**src/hw/rtl/qslerp_pkg.sv**
```systemverilog
// Types, constants and the arctangent table of the quaternion slerp unit.
package qslerp_pkg;

   localparam int CORDIC_STEPS = 16;
   localparam int ROOT_W       = 29;
   localparam int RAD_W        = 2 * ROOT_W;
   localparam int SQRT_STAGES  = ROOT_W;
   localparam int SIN_LAT      = CORDIC_STEPS + 1;
   localparam int DIV_STAGES   = 15;
   localparam int ANGLE_W      = 20;
   localparam int CORDIC_W     = 32;

   typedef logic signed [ANGLE_W-1:0]  angle_type;
   typedef logic signed [CORDIC_W-1:0] cordic_type;

   localparam angle_type  PI_Q16      = 20'sd205887;
   localparam angle_type  HALF_PI_Q16 = 20'sd102944;
   localparam angle_type  TWO_PI_Q16  = 20'sd411775;
   localparam cordic_type GAIN_Q28    = 32'sd163008219;

   typedef struct packed {
      logic [15:0]      blend_t;
      logic [3:0][15:0] p;
      logic [3:0][15:0] q;
   } side_type;

   typedef struct packed {
      logic             pass;
      logic [29:0]      d;
      logic [3:0][15:0] p;
   } back_type;

   // atan(2^-idx) in Q.16 radians, rounded to nearest.
   function automatic angle_type atan_q16(input int unsigned idx);
      case (idx)
         0:  return 20'sd51472;
         1:  return 20'sd30386;
         2:  return 20'sd16055;
         3:  return 20'sd8150;
         4:  return 20'sd4091;
         5:  return 20'sd2047;
         6:  return 20'sd1024;
         7:  return 20'sd512;
         8:  return 20'sd256;
         9:  return 20'sd128;
         10: return 20'sd64;
         11: return 20'sd32;
         12: return 20'sd16;
         13: return 20'sd8;
         14: return 20'sd4;
         15: return 20'sd2;
         default: return '0;
      endcase
   endfunction

endpackage

```
**src/hw/rtl/qslerp_sine.sv**
```systemverilog
// Pipelined sine: quadrant fold followed by a rotation CORDIC, one step per stage.
module qslerp_sine (
   input  logic                   clock,
   input  logic                   en,
   input  qslerp_pkg::angle_type  angle,
   output qslerp_pkg::cordic_type sine
);
   import qslerp_pkg::*;

   angle_type  wrap_a;
   angle_type  fold_a;
   angle_type  a0_ff;
   cordic_type x_ff [CORDIC_STEPS];
   cordic_type y_ff [CORDIC_STEPS];
   angle_type  z_ff [CORDIC_STEPS];

   // Bring the angle into [-pi/2, pi/2], where the CORDIC converges.
   always_comb begin
      wrap_a = (angle > PI_Q16) ? angle - TWO_PI_Q16 : angle;
      if (wrap_a > HALF_PI_Q16) begin
         fold_a = PI_Q16 - wrap_a;
      end else if (wrap_a < -HALF_PI_Q16) begin
         fold_a = -PI_Q16 - wrap_a;
      end else begin
         fold_a = wrap_a;
      end
   end

   always_ff @(posedge clock) begin
      if (en) begin
         a0_ff <= fold_a;
      end
   end

   for (genvar i = 0; i < CORDIC_STEPS; i++) begin : g_step
      cordic_type x_prev;
      cordic_type y_prev;
      angle_type  z_prev;

      if (i == 0) begin : g_head
         assign x_prev = GAIN_Q28;
         assign y_prev = '0;
         assign z_prev = a0_ff;
      end else begin : g_body
         assign x_prev = x_ff[i-1];
         assign y_prev = y_ff[i-1];
         assign z_prev = z_ff[i-1];
      end

      always_ff @(posedge clock) begin
         if (en) begin
            if (z_prev >= 0) begin
               x_ff[i] <= x_prev - (y_prev >>> i);
               y_ff[i] <= y_prev + (x_prev >>> i);
               z_ff[i] <= z_prev - atan_q16(i);
            end else begin
               x_ff[i] <= x_prev + (y_prev >>> i);
               y_ff[i] <= y_prev - (x_prev >>> i);
               z_ff[i] <= z_prev + atan_q16(i);
            end
         end
      end
   end

   assign sine = y_ff[CORDIC_STEPS-1];

endmodule

```
**config.mk**
```make
export PLATFORM = sky130hd
export DESIGN_NAME = qslerp_sine
export DESIGN_NICKNAME = d
export VERILOG_FILES = /design/src/hw/rtl/qslerp_pkg.sv /design/src/hw/rtl/qslerp_sine.sv
export SDC_FILE = /design/constraint.sdc
export NUM_CORES = 2
export LEC_CHECK = 0
export BUFFER_PORTS_ARGS = -buffer_cell sky130_fd_sc_hd__buf_2
export CAP_MARGIN = 40
export CORE_UTILIZATION = 40
export DETAILED_ROUTE_END_ITERATION = 10
export PLACE_DENSITY_LB_ADDON = 0.12
export SLEW_MARGIN = 10
export SYNTH_ARGS = -nofsm -noshare
export SYNTH_HDL_FRONTEND = slang
export SYNTH_SLANG_ARGS = --single-unit
```
**constraint.sdc**
```tcl
create_clock -name clock -period 12.7 [get_ports clock]
set_input_delay 1.27 -clock clock [delete_from_list [all_inputs] [get_ports clock]]
set_output_delay 1.27 -clock clock [all_outputs]
set_load 0.005 [all_outputs]
```
==> run summary <==
Yosys warns - 0
Async SR Flop Fraction - 0
Via density per instance - 5.64
HPWL Detailed - 225000 um
CP max stage cell - buf_4
Critical path class - in -> reg
Gr ovfl total - 0
Die ar. - 253000 um^2
Worst path max stage delay - 690 ps
Area occupied by multi-input gates - 62000 um^2
TritonCTS Buffers - 151
Core ar. - 249000 um^2
FF+latch count, synth - 1190
Clock Sinks - 1190
Cts hold-fix bufs - 0
Min Hold Slack - 407 ps
Input/output buffers - 53
Worst hold path startpoint - z_ff[1][24]
Initial DRC count - 5602
FF/Latch Area - 35700 um^2
Worst-path fanout max - 108
Main flop type after synthesis - edfxtp_1
RSZ-0062 raised after global routing - no
GRT Total Usage - 0.220
Drt wl/cell - 20.1 um
Rows - 183
Die Wd - 503 um
Clk slew on worst S/H paths - 60 ps
Largest net degree at the start of global routing - 109
CP startpoint - en
Clk_lat worst skew - 810 ps
Fin crit share - 0.525
Worst-Margin Slew - 987 ps
Register area share after synthesis - 0.356
Vias - 79200
Endpoints failing setup - 0
Worst Skew - 35.7 ps
Top cell by count, worst path - buf_4
EDFF count, synth - 1190
Max-cap violations - 0
Cells after Synth - 10500
CP cell instances - buf_12 -> buf_4 -> and2_1 -> buf_4 -> inv_1 -> buf_4 -> nand2_1 -> o21ai_0 -> inv_1 -> ha_1 -> nor2b_1 -> o31ai_1 -> a2111oi_0 -> o21ai_0 -> a21oi_1 -> a41oi_1 -> a21oi_1 -> a41o_1 -> o41a_1 -> xnor2_1
Clock root cell - clkbuf_16
# H-tree levels - 4
DR DRC count - 0
Status - completed
WL final - 282000 um
Post-CTS Setup Inserts - 0
Mapped cell area - 100000 um^2
RR Startpoint - x_ff[1][16]
Final #Nets - 11700
Synthesis-to-layout area growth - 9.31%
Synth cell types - 100
GP Congestion - 0.898
HP Class - reg -> reg
Vias in the first global route - 75300
Max Slew Vio Count - 0
Fmax - 0.150 GHz
Critical Path RT - 13260 ps
IO Pins - 54
Die Ht - 503 um
Initial antenna violation count - 1
Proportion of layout cells with a drive suffix above 1 - 0.0479
Hold Violations, Final - 0
TNS Setup - 0 ps
Initial core utilization - 0.403
FILL cells - 23800
Post-CTS sizing - 0
Worst EP arrival - 7230 ps
TritonCTS clock tree - yes
First-pass GRT wire length - 438000 um
Syn avg cell area - 9.56 um^2
ANT nets after route - 0
Most frequent cells in the layout - edfxtp_1 (1190), ha_1 (1086), xnor2_1 (986)
CTS Buffer Depth - 3
Rel. slew slack - 0.338
CP endpoint kind - register
Startpoint types - input pin
Fin crit period - 6670 ps
Drt pass-1 iters - 6
Most common library cell in the layout ignoring fill and taps - edfxtp_1
## cells in the mapped netlist (23+ instances only)
master     instances  share of area
a2111oi_0         33         0.0029
a211o_1           23         0.0020
a211oi_1         101         0.0076
a21boi_0          39         0.0029
a21o_1           369          0.028
a21oi_1          964          0.048
a31o_2            32         0.0028
a31oi_1           80         0.0050
and2_1            71         0.0044
and3_1           107         0.0067
clkbuf_1         160         0.0060
edfxtp_1        1190           0.36
fa_1              44         0.0088
ha_1            1086           0.14
inv_1            489          0.018
mux2_2            25         0.0028
mux2i_1           45         0.0045
nand2_1          583          0.022
nand2b_1         178          0.011
nand3_1          143         0.0071
nand3b_1          31         0.0023
nand4_1           75         0.0047
nor2_1           855          0.032
nor2b_1          157         0.0098
nor3_1           338          0.017
nor3b_1           23         0.0017
nor4_1            78         0.0049
o211ai_1          53         0.0040
o21a_1           195          0.015
o21ai_0          561          0.028
o21bai_1         133          0.010
o31a_1            36         0.0031
o31ai_1          111         0.0083
o41ai_1           54         0.0047
or2_2             54         0.0034
or3_1            108         0.0067
or4_1             33         0.0025
xnor2_1          986          0.086
xor2_1           493          0.043
## registers in the layout (all words and copies together) (netlist names)
signal and flops:
y_ff 481, x_ff 426, z_ff 263, a0_ff 20
## stage by stage
| stage | utilization | cells | setup slack [ps] | cell area (um^2) |
|---|---|---|---|---|
| 2_1_floorplan | - | 10500 | 6900 | 100000 |
| 3_3_place_gp | 0.420 | 13700 | 5320 | 104000 |
| 3_5_place_dp | 0.420 | 13800 | 5260 | 105000 |
| 4_1_cts | 0.440 | 14000 | 6110 | 110000 |
| 5_1_grt | 0.440 | 14000 | 5610 | 110000 |
| 6_report | 0.440 | 14000 | 6030 | 110000 |
## cell families after synthesis
| kind of cell | synth area share |
|---|---|
| AO/OA/AOI/OAI | 0.195 |
| AND/OR/NAND/NOR | 0.142 |
| XOR/XNOR | 0.129 |
| flip-flops | 0.356 |
| adder cells (fa/ha/maj) | 0.144 |
| buffers and inverters | 0.0261 |
| multiplexers | 0.00744 |
| other | 0.0000749 |
## per-layer routing
metal,GRT usage,share of wire
met5,0,0
met4,0.0532,0.022
met3,0.0237,0.042
met2,0.363,0.46
met1,0.306,0.47
## worst max-delay path: cells and delay by family
family | cells | cell delay [ps]
AOI/OAI and AO/OA | 9 | 2930
buffers and inverters | 6 | 1930
and+or+nand+nor | 3 | 480
adders and majority gates | 1 | 220
xor gates and xnor gates | 1 | 130
## final timing paths
check	end	slack (ps)	cells past startpoint
hold / removal	z_ff[1][44]	410	0
setup reg to reg	y_ff[1][60]	6840	14
hold reg to reg	z_ff[1][44]	410	0
setup / recovery	y_ff[1][159]	6030	20
## cell type report
class	count	share of cell area
Multi-Input combinational cell	8613	0.565
Clock inverter	95	0.00898
Inverter	492	0.0168
Sequential cell	1190	0.326
Tap cell	3330	0.0380
Timing Repair Buffer	134	0.00896
Antenna cell	3	0.0000685
Clock buffer	176	0.0359
Power is left out: the tool's default activity adds up to more than one toggle a clock period on the data nets, which glitch-free logic cannot reach.
